<file path="config.mk">
export PLATFORM = sky130hd
export DESIGN_NAME = two_class_queue_starvation_guard_flat
export DESIGN_NICKNAME = d
export VERILOG_FILES = /design/src/tcq_pkg.sv /design/src/tcq_if.sv /design/src/tcq_cell.sv /design/src/tcq_fifo.sv /design/src/two_class_queue_starvation_guard.sv /design/src/flat_wrapper.sv
export SDC_FILE = /design/constraint.sdc
export NUM_CORES = 2
export LEC_CHECK = 0
export BUFFER_PORTS_ARGS = -buffer_cell sky130_fd_sc_hd__buf_4
export CELL_PAD_IN_SITES_DETAIL_PLACEMENT = 1
export CELL_PAD_IN_SITES_GLOBAL_PLACEMENT = 1
export CORE_UTILIZATION = 45
export CTS_CLUSTER_SIZE = 10
export DETAILED_ROUTE_END_ITERATION = 16
export GPL_ROUTABILITY_DRIVEN = 1
export GPL_TIMING_DRIVEN = 1
export PLACE_DENSITY_LB_ADDON = 0.1
export SKIP_CTS_REPAIR_TIMING = 1
export SLEW_MARGIN = 20
export SYNTH_ARGS = -nofsm -noshare
export SYNTH_HDL_FRONTEND = slang
export SYNTH_SLANG_ARGS = --single-unit
</file>
<file path="constraint.sdc">
create_clock -name clk -period 17.2 [get_ports clk]
set_input_delay 1.72 -clock clk [delete_from_list [all_inputs] [get_ports clk]]
set_output_delay 1.72 -clock clk [all_outputs]
set_load 0.05 [all_outputs]
</file>
<file path="src/tcq_pkg.sv">
// shared types and constants for the two-class queue with starvation guard
package tcq_pkg;

	localparam int QUEUE_DEPTH = 16;
	localparam int CNT_W       = $clog2(QUEUE_DEPTH + 1);
	localparam int TIME_W      = 16;
	localparam int TAG_W       = 16;
	localparam int THR_W       = 8;
	localparam int CFG_IDX_W   = 1;
	localparam int CFG_DATA_W  = 16;

	localparam logic [CFG_IDX_W-1:0] REG_THRESHOLD  = 1'd0;
	localparam logic [CFG_IDX_W-1:0] REG_START_TIME = 1'd1;

	localparam logic [THR_W-1:0] THRESHOLD_RESET = 8'd3;
	localparam logic [THR_W-1:0] ROW_MAX         = 8'hFF;

	typedef enum logic [1:0] {
		OP_ADD      = 2'd0,
		OP_SERVE    = 2'd1,
		OP_PURGE    = 2'd2,
		OP_SET_TIME = 2'd3
	} op_t;

	typedef struct packed {
		logic [TAG_W-1:0]  tag;
		logic [TIME_W-1:0] arrival;
		logic [TIME_W-1:0] patience;
	} entry_t;

	typedef struct packed {
		op_t               operation;
		logic [TAG_W-1:0]  visitor_tag;
		logic [TIME_W-1:0] arrival_time;
		logic [TIME_W-1:0] patience;
		logic              is_priority;
		logic [TIME_W-1:0] new_time;
	} in_item_t;

	typedef struct packed {
		logic              served_valid;
		logic [TAG_W-1:0]  served_tag;
		logic [TIME_W-1:0] served_arrival;
		logic [TIME_W-1:0] served_patience;
		logic              served_from_priority;
		logic              add_rejected;
		logic [CNT_W-1:0]  priority_length;
		logic [CNT_W-1:0]  regular_length;
	} out_item_t;

	typedef struct packed {
		logic   push;
		logic   pop;
		logic   purge_start;
		entry_t push_data;
	} fifo_cmd_t;

	typedef struct packed {
		logic [CNT_W-1:0] count;
		logic             busy;
		entry_t           head;
	} fifo_stat_t;

	typedef struct packed {
		logic load;
		logic shift;
	} cell_ctrl_t;

endpackage

</file>
<file path="src/tcq_if.sv">
// request and response channel interfaces
interface tcq_req_if import tcq_pkg::*; ();
	logic     valid;
	logic     ready;
	in_item_t data;

	modport source (output valid, output data, input ready);
	modport sink (input valid, input data, output ready);
endinterface

interface tcq_rsp_if import tcq_pkg::*; ();
	logic      valid;
	logic      ready;
	out_item_t data;

	modport source (output valid, output data, input ready);
	modport sink (input valid, input data, output ready);
endinterface

</file>
<file path="src/tcq_cell.sv">
// one storage cell of a queue row, loads a new entry or takes its neighbor's
module tcq_cell import tcq_pkg::*; (
	input  logic       clk,
	input  cell_ctrl_t ctrl,
	input  entry_t     load_data,
	input  entry_t     next_data,
	output entry_t     data_q
);

	always_ff @(posedge clk) begin
		if (ctrl.load) begin
			data_q <= load_data;
		end else if (ctrl.shift) begin
			data_q <= next_data;
		end
	end

endmodule

</file>
<file path="src/tcq_fifo.sv">
// shifting queue built from a row of cells, head at cell zero
module tcq_fifo import tcq_pkg::*; (
	input  logic              clk,
	input  logic              arst_n,
	input  fifo_cmd_t         cmd,
	input  logic [TIME_W-1:0] cur_time,
	output fifo_stat_t        stat
);

	logic [CNT_W-1:0]     count_q;
	logic [CNT_W-1:0]     remain_q;
	entry_t               cell_data [QUEUE_DEPTH];
	cell_ctrl_t           ctrl [QUEUE_DEPTH];
	entry_t               load_data;
	logic                 step;
	logic                 keep;
	logic signed [TIME_W:0] wait_t;

	// purge rotates the head out each step, kept entries go back at the tail
	assign step   = remain_q != '0;
	assign wait_t = $signed({1'b0, cur_time}) - $signed({1'b0, cell_data[0].arrival});
	assign keep   = wait_t <= $signed({1'b0, cell_data[0].patience});
	assign load_data = cmd.push ? cmd.push_data : cell_data[0];

	for (genvar i = 0; i < QUEUE_DEPTH; i++) begin : g_row
		assign ctrl[i].load  = (cmd.push && count_q == CNT_W'(i))
			|| (step && keep && count_q == CNT_W'(i + 1));
		assign ctrl[i].shift = cmd.pop || step;
		if (i == QUEUE_DEPTH - 1) begin : g_last
			tcq_cell u_cell (
				.clk       (clk),
				.ctrl      (ctrl[i]),
				.load_data (load_data),
				.next_data (cell_data[i]),
				.data_q    (cell_data[i])
			);
		end else begin : g_mid
			tcq_cell u_cell (
				.clk       (clk),
				.ctrl      (ctrl[i]),
				.load_data (load_data),
				.next_data (cell_data[i + 1]),
				.data_q    (cell_data[i])
			);
		end
	end

	always_ff @(posedge clk or negedge arst_n) begin
		if (!arst_n) begin
			count_q  <= '0;
			remain_q <= '0;
		end else begin
			if (cmd.push) begin
				count_q <= count_q + 1'b1;
			end else if (cmd.pop || (step && !keep)) begin
				count_q <= count_q - 1'b1;
			end
			if (cmd.purge_start) begin
				remain_q <= count_q;
			end else if (step) begin
				remain_q <= remain_q - 1'b1;
			end
		end
	end

	assign stat.count = count_q;
	assign stat.busy  = step;
	assign stat.head  = cell_data[0];

endmodule

</file>
<file path="src/two_class_queue_starvation_guard.sv">
// top level: two queue rows, serve arbiter with starvation guard, purge sequencer
//
//   channel  dir  handshake          payload
//   req      in   req.valid/ready    operation, visitor_tag, arrival_time, patience,
//                                    is_priority, new_time
//   rsp      out  rsp.valid/ready    served_*, add_rejected, priority_length,
//                                    regular_length
//   cfg      in   cfg_we             cfg_index, cfg_data
//
// add, serve and set time put their result in an output register
// purge walks each queue row through its occupancy once (at most 16 entries):
// each queue row rotates one entry per cycle past the timeout compare
// a new beat is taken once no purge is running and the output register is empty or drains in the same cycle
// arst_n clears occupancy, streak count, threshold (to 3) and current time (to 0)
module two_class_queue_starvation_guard import tcq_pkg::*; (
	input  logic                  clk,
	input  logic                  arst_n,
	tcq_req_if.sink               req,
	tcq_rsp_if.source             rsp,
	input  logic                  cfg_we,
	input  logic [CFG_IDX_W-1:0]  cfg_index,
	input  logic [CFG_DATA_W-1:0] cfg_data
);

	typedef enum logic [1:0] {
		S_IDLE  = 2'b01,
		S_PURGE = 2'b10
	} state_t;

	state_t            state_q;
	logic [THR_W-1:0]  thr_q;
	logic [THR_W-1:0]  row_q;
	logic [TIME_W-1:0] time_q;
	out_item_t         rsp_q;
	logic              rsp_valid_q;

	fifo_cmd_t  prio_cmd;
	fifo_cmd_t  reg_cmd;
	fifo_stat_t prio_stat;
	fifo_stat_t reg_stat;

	logic      out_free;
	logic      accept;
	logic      p_any;
	logic      r_any;
	logic      take_prio;
	logic      take_reg;
	logic      add_ok;
	logic      purge_done;
	out_item_t res;
	entry_t    new_entry;

	assign out_free  = !rsp_valid_q || rsp.ready;
	assign req.ready = (state_q == S_IDLE) && out_free;
	assign accept    = req.valid && req.ready;

	assign p_any = prio_stat.count != '0;
	assign r_any = reg_stat.count != '0;

	always_comb begin
		take_prio = 1'b0;
		take_reg  = 1'b0;
		if (row_q < thr_q && p_any) begin
			take_prio = 1'b1;
		end else if (row_q >= thr_q && r_any) begin
			take_reg = 1'b1;
		end else if (!p_any && r_any) begin
			take_reg = 1'b1;
		end else if (p_any && !r_any) begin
			take_prio = 1'b1;
		end
	end

	assign add_ok = req.data.is_priority
		? (prio_stat.count != CNT_W'(QUEUE_DEPTH))
		: (reg_stat.count != CNT_W'(QUEUE_DEPTH));

	assign new_entry = '{
		tag:      req.data.visitor_tag,
		arrival:  req.data.arrival_time,
		patience: req.data.patience
	};

	always_comb begin
		prio_cmd = '0;
		reg_cmd  = '0;
		prio_cmd.push_data = new_entry;
		reg_cmd.push_data  = new_entry;
		if (accept) begin
			case (req.data.operation)
				OP_ADD: begin
					prio_cmd.push = add_ok && req.data.is_priority;
					reg_cmd.push  = add_ok && !req.data.is_priority;
				end
				OP_SERVE: begin
					prio_cmd.pop = take_prio;
					reg_cmd.pop  = take_reg;
				end
				OP_PURGE: begin
					prio_cmd.purge_start = 1'b1;
					reg_cmd.purge_start  = 1'b1;
				end
				default: begin
				end
			endcase
		end
	end

	// result of an add, serve or set time operation, lengths as they stand after it
	always_comb begin
		res = '0;
		res.priority_length = prio_stat.count;
		res.regular_length  = reg_stat.count;
		case (req.data.operation)
			OP_ADD: begin
				res.add_rejected = !add_ok;
				if (prio_cmd.push) begin
					res.priority_length = prio_stat.count + 1'b1;
				end
				if (reg_cmd.push) begin
					res.regular_length = reg_stat.count + 1'b1;
				end
			end
			OP_SERVE: begin
				if (take_prio) begin
					res.served_valid         = 1'b1;
					res.served_from_priority = 1'b1;
					res.served_tag           = prio_stat.head.tag;
					res.served_arrival       = prio_stat.head.arrival;
					res.served_patience      = prio_stat.head.patience;
					res.priority_length      = prio_stat.count - 1'b1;
				end else if (take_reg) begin
					res.served_valid    = 1'b1;
					res.served_tag      = reg_stat.head.tag;
					res.served_arrival  = reg_stat.head.arrival;
					res.served_patience = reg_stat.head.patience;
					res.regular_length  = reg_stat.count - 1'b1;
				end
			end
			default: begin
			end
		endcase
	end

	assign purge_done = (state_q == S_PURGE) && !prio_stat.busy && !reg_stat.busy;

	tcq_fifo u_prio (
		.clk      (clk),
		.arst_n   (arst_n),
		.cmd      (prio_cmd),
		.cur_time (time_q),
		.stat     (prio_stat)
	);

	tcq_fifo u_reg (
		.clk      (clk),
		.arst_n   (arst_n),
		.cmd      (reg_cmd),
		.cur_time (time_q),
		.stat     (reg_stat)
	);

	always_ff @(posedge clk or negedge arst_n) begin
		if (!arst_n) begin
			state_q     <= S_IDLE;
			thr_q       <= THRESHOLD_RESET;
			row_q       <= '0;
			time_q      <= '0;
			rsp_valid_q <= 1'b0;
		end else begin
			case (state_q)
				S_IDLE: begin
					if (accept && req.data.operation == OP_PURGE) begin
						state_q <= S_PURGE;
					end
				end
				S_PURGE: begin
					if (purge_done && out_free) begin
						state_q <= S_IDLE;
					end
				end
				default: begin
					state_q <= S_IDLE;
				end
			endcase

			if (accept && req.data.operation != OP_PURGE) begin
				rsp_valid_q <= 1'b1;
			end else if (purge_done && out_free) begin
				rsp_valid_q <= 1'b1;
			end else if (rsp.ready) begin
				rsp_valid_q <= 1'b0;
			end

			if (prio_cmd.pop && row_q != ROW_MAX) begin
				row_q <= row_q + 1'b1;
			end else if (reg_cmd.pop) begin
				row_q <= '0;
			end

			if (accept && req.data.operation == OP_SET_TIME) begin
				time_q <= req.data.new_time;
			end
			if (cfg_we) begin
				case (cfg_index)
					REG_THRESHOLD:  thr_q  <= cfg_data[THR_W-1:0];
					REG_START_TIME: time_q <= cfg_data[TIME_W-1:0];
					default: begin
					end
				endcase
			end
		end
	end

	always_ff @(posedge clk) begin
		if (accept && req.data.operation != OP_PURGE) begin
			rsp_q <= res;
		end else if (purge_done && out_free) begin
			rsp_q                 <= '0;
			rsp_q.priority_length <= prio_stat.count;
			rsp_q.regular_length  <= reg_stat.count;
		end
	end

	assign rsp.valid = rsp_valid_q;
	assign rsp.data  = rsp_q;

endmodule

</file>
<file path="src/flat_wrapper.sv">
// flat-port wrapper written by rule: the top's interface ports become plain ports
module two_class_queue_starvation_guard_flat import tcq_pkg::*;
  (clk, arst_n, cfg_we, cfg_index, cfg_data, req_valid, req_data, req_ready, rsp_valid, rsp_data, rsp_ready);
  tcq_req_if req_i ();
  tcq_rsp_if rsp_i ();
  input  logic clk;
  input  logic arst_n;
  input  logic cfg_we;
  input  logic [CFG_IDX_W-1:0] cfg_index;
  input  logic [CFG_DATA_W-1:0] cfg_data;
  input wire logic [$bits(req_i.valid)-1:0] req_valid;
  input wire logic [$bits(req_i.data)-1:0] req_data;
  output wire logic [$bits(req_i.ready)-1:0] req_ready;
  output wire logic [$bits(rsp_i.valid)-1:0] rsp_valid;
  output wire logic [$bits(rsp_i.data)-1:0] rsp_data;
  input wire logic [$bits(rsp_i.ready)-1:0] rsp_ready;
  assign req_i.valid = req_valid;
  assign req_i.data = req_data;
  assign req_ready = req_i.ready;
  assign rsp_valid = rsp_i.valid;
  assign rsp_data = rsp_i.data;
  assign rsp_i.ready = rsp_ready;
  two_class_queue_starvation_guard u_core (.clk(clk), .arst_n(arst_n), .req(req_i), .rsp(rsp_i), .cfg_we(cfg_we), .cfg_index(cfg_index), .cfg_data(cfg_data));
endmodule
</file>
==> impl_results.md <==
* Status: finished clean
* CP Launch Type: register
* Worst slew pin tran at 1200 ps
* Yosys warnings at 0
* Die width at 402 um
* Yosys reg bits at 1652
* Vias after detailed routing at 47600
* CTS tree: built
* First-pass GRT wire length at 323 mm
* CP Capture Type: register
* Final slew viol count at 0
* Syn Inst Count at 5731
* R2R depth at 21
* Avg Inst Size Synth at 12.6 um2
* Final period utilization at 43.9%
* CTS max path bufs at 3
* Port-buffer cells at 151
* Count of different cell masters after synthesis at 81
* Beginning of the critical path: u_core.time_q[0]
* Share of post-route cells with drive strength above 1 at 14.8%
* CTS Buf Count at 188
* Initial DRC Count at 3820
* Critical path, cell by cell: inv_1 -> ha_1 -> fa_1 -> and2b_1 -> o31a_2 -> o22ai_2 -> o211a_1 -> nor2_1 -> a31oi_1 -> xnor2_1 -> ha_1 -> a2111oi_0 -> o21ai_0 -> o31ai_1 -> a21oi_2 -> o21ai_4 -> buf_12 -> buf_4 -> and2_2 -> buf_4 -> a21oi_1
* Synth Flop Type: edfxtp_1
* Mapped Nets at 5913
* GR Util All Layers at 26.7%
* Most common cell after layout, fill and taps aside: edfxtp_1
* Setup TNS at 0 ps
* Placed inst area at 75700 um2
* Pwr dens at 209 nW/um2
* R2R Setup Slk at 9650 ps
* Die Ht at 402 um
* Nets at 5983
* Most frequent cells in the layout: edfxtp_1, a21oi_1, nor2_1
* Initial core utilization at 45.4%
* Final wirelength at 217 mm
* Seq/Total Area, Yosys at 68.4%
* Clk root buf: clkbuf_16
* Non-Filler Instances at 7930
* Initial antenna violation count at 5
* Vias per inst at 6.00
* Fin. Hold Viols at 0
* DRT Pass-1 Iters at 6
* Cell family contributing the most delay on the critical path: compound AO/OA/AOI/OAI gates
* Crit path time final at 7550 ps
* GRT Residual Overflow at 0
* Post-route cell area at 80900 um2
* CP Class: register to register
* Reg2reg end: u_core.u_reg.g_row[13].g_mid.u_cell.data_q[19]
* Site Rows at 146
* Placement Setup Slack at 9470 ps
* Skew final at 31.0 ps
* H-tree level count at 4
* Number of max-cap violations at 0
* Design Power at 0.0169 W
* Hold Crit Class: register to register
* Drt drc at 0
* Data arrival, critical path at 8060 ps
* ANT nets after route at 0
* Crit-path slowest cell: and2_2
* Die ar. at 162000 um2
* R2r startpoint: u_core.time_q[0]
* RSZ-0062 raised after global routing: false
* Peak supply drop at 0.190 mV
* Post-synth EDFFs at 1597
* CP required at 17720 ps
* Setup crit end: u_core.u_reg.g_row[13].g_mid.u_cell.data_q[19]
* Highest clock rate at 0.133 GHz
* Async SR Flop Fraction at 3.33%
* Area Overhead vs Synth at 12.1%
* Leakage power at 29.6 nW
* Post-Syn Area at 72100 um2
* Wire per inst at 27.3 um
* Clock latency on the worst-skew pair at 810 ps
* Clk slew on worst S/H paths at 60 ps
* Hpwl dp at 130 mm
* # clock sinks at 1652
* Stages on the worst setup path at 21
* CP Buf/Inv Count at 4
* Fillers at 15900
* Core area at 159000 um2
* Max stage delay on crit path at 770 ps
* Worst-path maximum fanout at 136
* Routability-driven placement congestion ratio at 0.912
* Cells after DPL at 7683
* Setup violations, final at 0
* I/O pin count at 152
* Vias in the first global route at 48900
* Relative slew slack at 19.4%
* Antenna cells at 0
* Largest net degree at the start of global routing at 137
* Final WS setup at 9650 ps
-- area by class of cell --
class	instances	area (um2)	share of cell area, %
timing repair buffer	284	2180	2.70
sequential	1652	49300	61.0
clock buffer	226	4920	6.09
inverter	198	747	0.924
tap	2072	2590	3.21
clock inverter	21	263	0.325
multi-input combinational	3477	20800	25.7
-- sequential cells by signal (all words and copies together) (netlist names), 8 cells and up --
register,cells
u_core.u_reg.g_row.g_mid.u_cell.data_q,720
u_core.rsp.data,61
u_core.u_prio.g_row.g_mid.u_cell.data_q,720
u_core.row_q,8
u_core.u_reg.g_row.g_last.u_cell.data_q,48
u_core.u_prio.g_row.g_last.u_cell.data_q,48
u_core.time_q,16
u_core.thr_q,8
-- metal layers --
| metal | global-route usage [%] | wire (um) | share of wire, % |
|---|---|---|---|
| met4 | 8.89 | 7290 | 3.4 |
| met5 | 0 | 27 | 0.012 |
| met1 | 36.6 | 93600 | 43 |
| met3 | 4.41 | 13100 | 6.1 |
| met2 | 43.2 | 103000 | 47 |
-- synthesized netlist by cell type, types with 11 or more instances --
library cell,instances,area (um2)
a21boi_2,30,338
a21oi_1,1431,7160
a22o_1,18,158
a31oi_1,15,93.8
and2_1,15,93.8
buf_2,182,911
buf_4,17,128
clkbuf_1,196,736
dfrtp_1,52,1300
edfxtp_1,1597,48000
ha_1,91,1140
inv_1,190,713
mux2_1,62,698
mux2_2,234,2640
mux2i_1,67,671
nand2_1,248,931
nand2b_1,19,119
nand3_1,30,150
nand4_1,11,68.8
nor2_1,785,2950
nor3_1,16,80.1
o21a_1,11,82.6
o21ai_0,200,1000
xnor2_1,33,289
-- worst reg2reg max path, stage by stage (launching register included) --
cell       delay (ps)
dfrtp_1           430
inv_1              90
ha_1              230
fa_1              410
and2b_1           230
o31a_2            170
o22ai_2           120
o211a_1           290
nor2_1            220
a31oi_1           140
xnor2_1           150
ha_1              320
a2111oi_0         370
o21ai_0           140
o31ai_1           380
a21oi_2           180
o21ai_4           210
buf_12            540
buf_4             980
and2_2            890
buf_4             590
a21oi_1           190
-- worst min-delay path by stage --
stage / slack [ps] / endpoint / cells past startpoint / start
6_report: 510 / u_core.thr_q[2] / 1 / u_core.thr_q[2]
4_1_cts: 510 / u_core.thr_q[2] / 1 / u_core.thr_q[2]
3_5_place_dp: 500 / u_core.thr_q[2] / 1 / u_core.thr_q[2]
5_1_grt: 530 / u_core.thr_q[2] / 1 / u_core.thr_q[2]
3_3_place_gp: 490 / u_core.thr_q[7] / 1 / u_core.thr_q[7]
2_1_floorplan: 470 / u_core.row_q[3] / 1 / u_core.row_q[3]
-- where the power goes --
group,internal [W],switching (W)
Clock,0.00200,0.00158
Sequential,0.00713,0.000696
Combinational,0.00170,0.00378
-- through the flow --
stage	hold slack, ps	utilization, %
2_1_floorplan	471	-
3_3_place_gp	491	47.7
3_5_place_dp	499	47.7
4_1_cts	512	50.9
5_1_grt	529	50.9
6_report	509	50.9
-- logic make-up (layout without fill, tap and decap cells) --
family	Yosys count	in the layout	share of synthesized area [%]
AO/OA/AOI/OAI	1795	1795	13.4
flip-flops	1652	1652	68.4
AND/OR/NAND/NOR	1169	1169	6.50
buffers and inverters	602	729	3.62
multiplexers	381	381	6.01
adder cells (fa/ha/maj)	93	93	1.63
XOR/XNOR	39	39	0.473
Power figures use the tool's default switching activity.
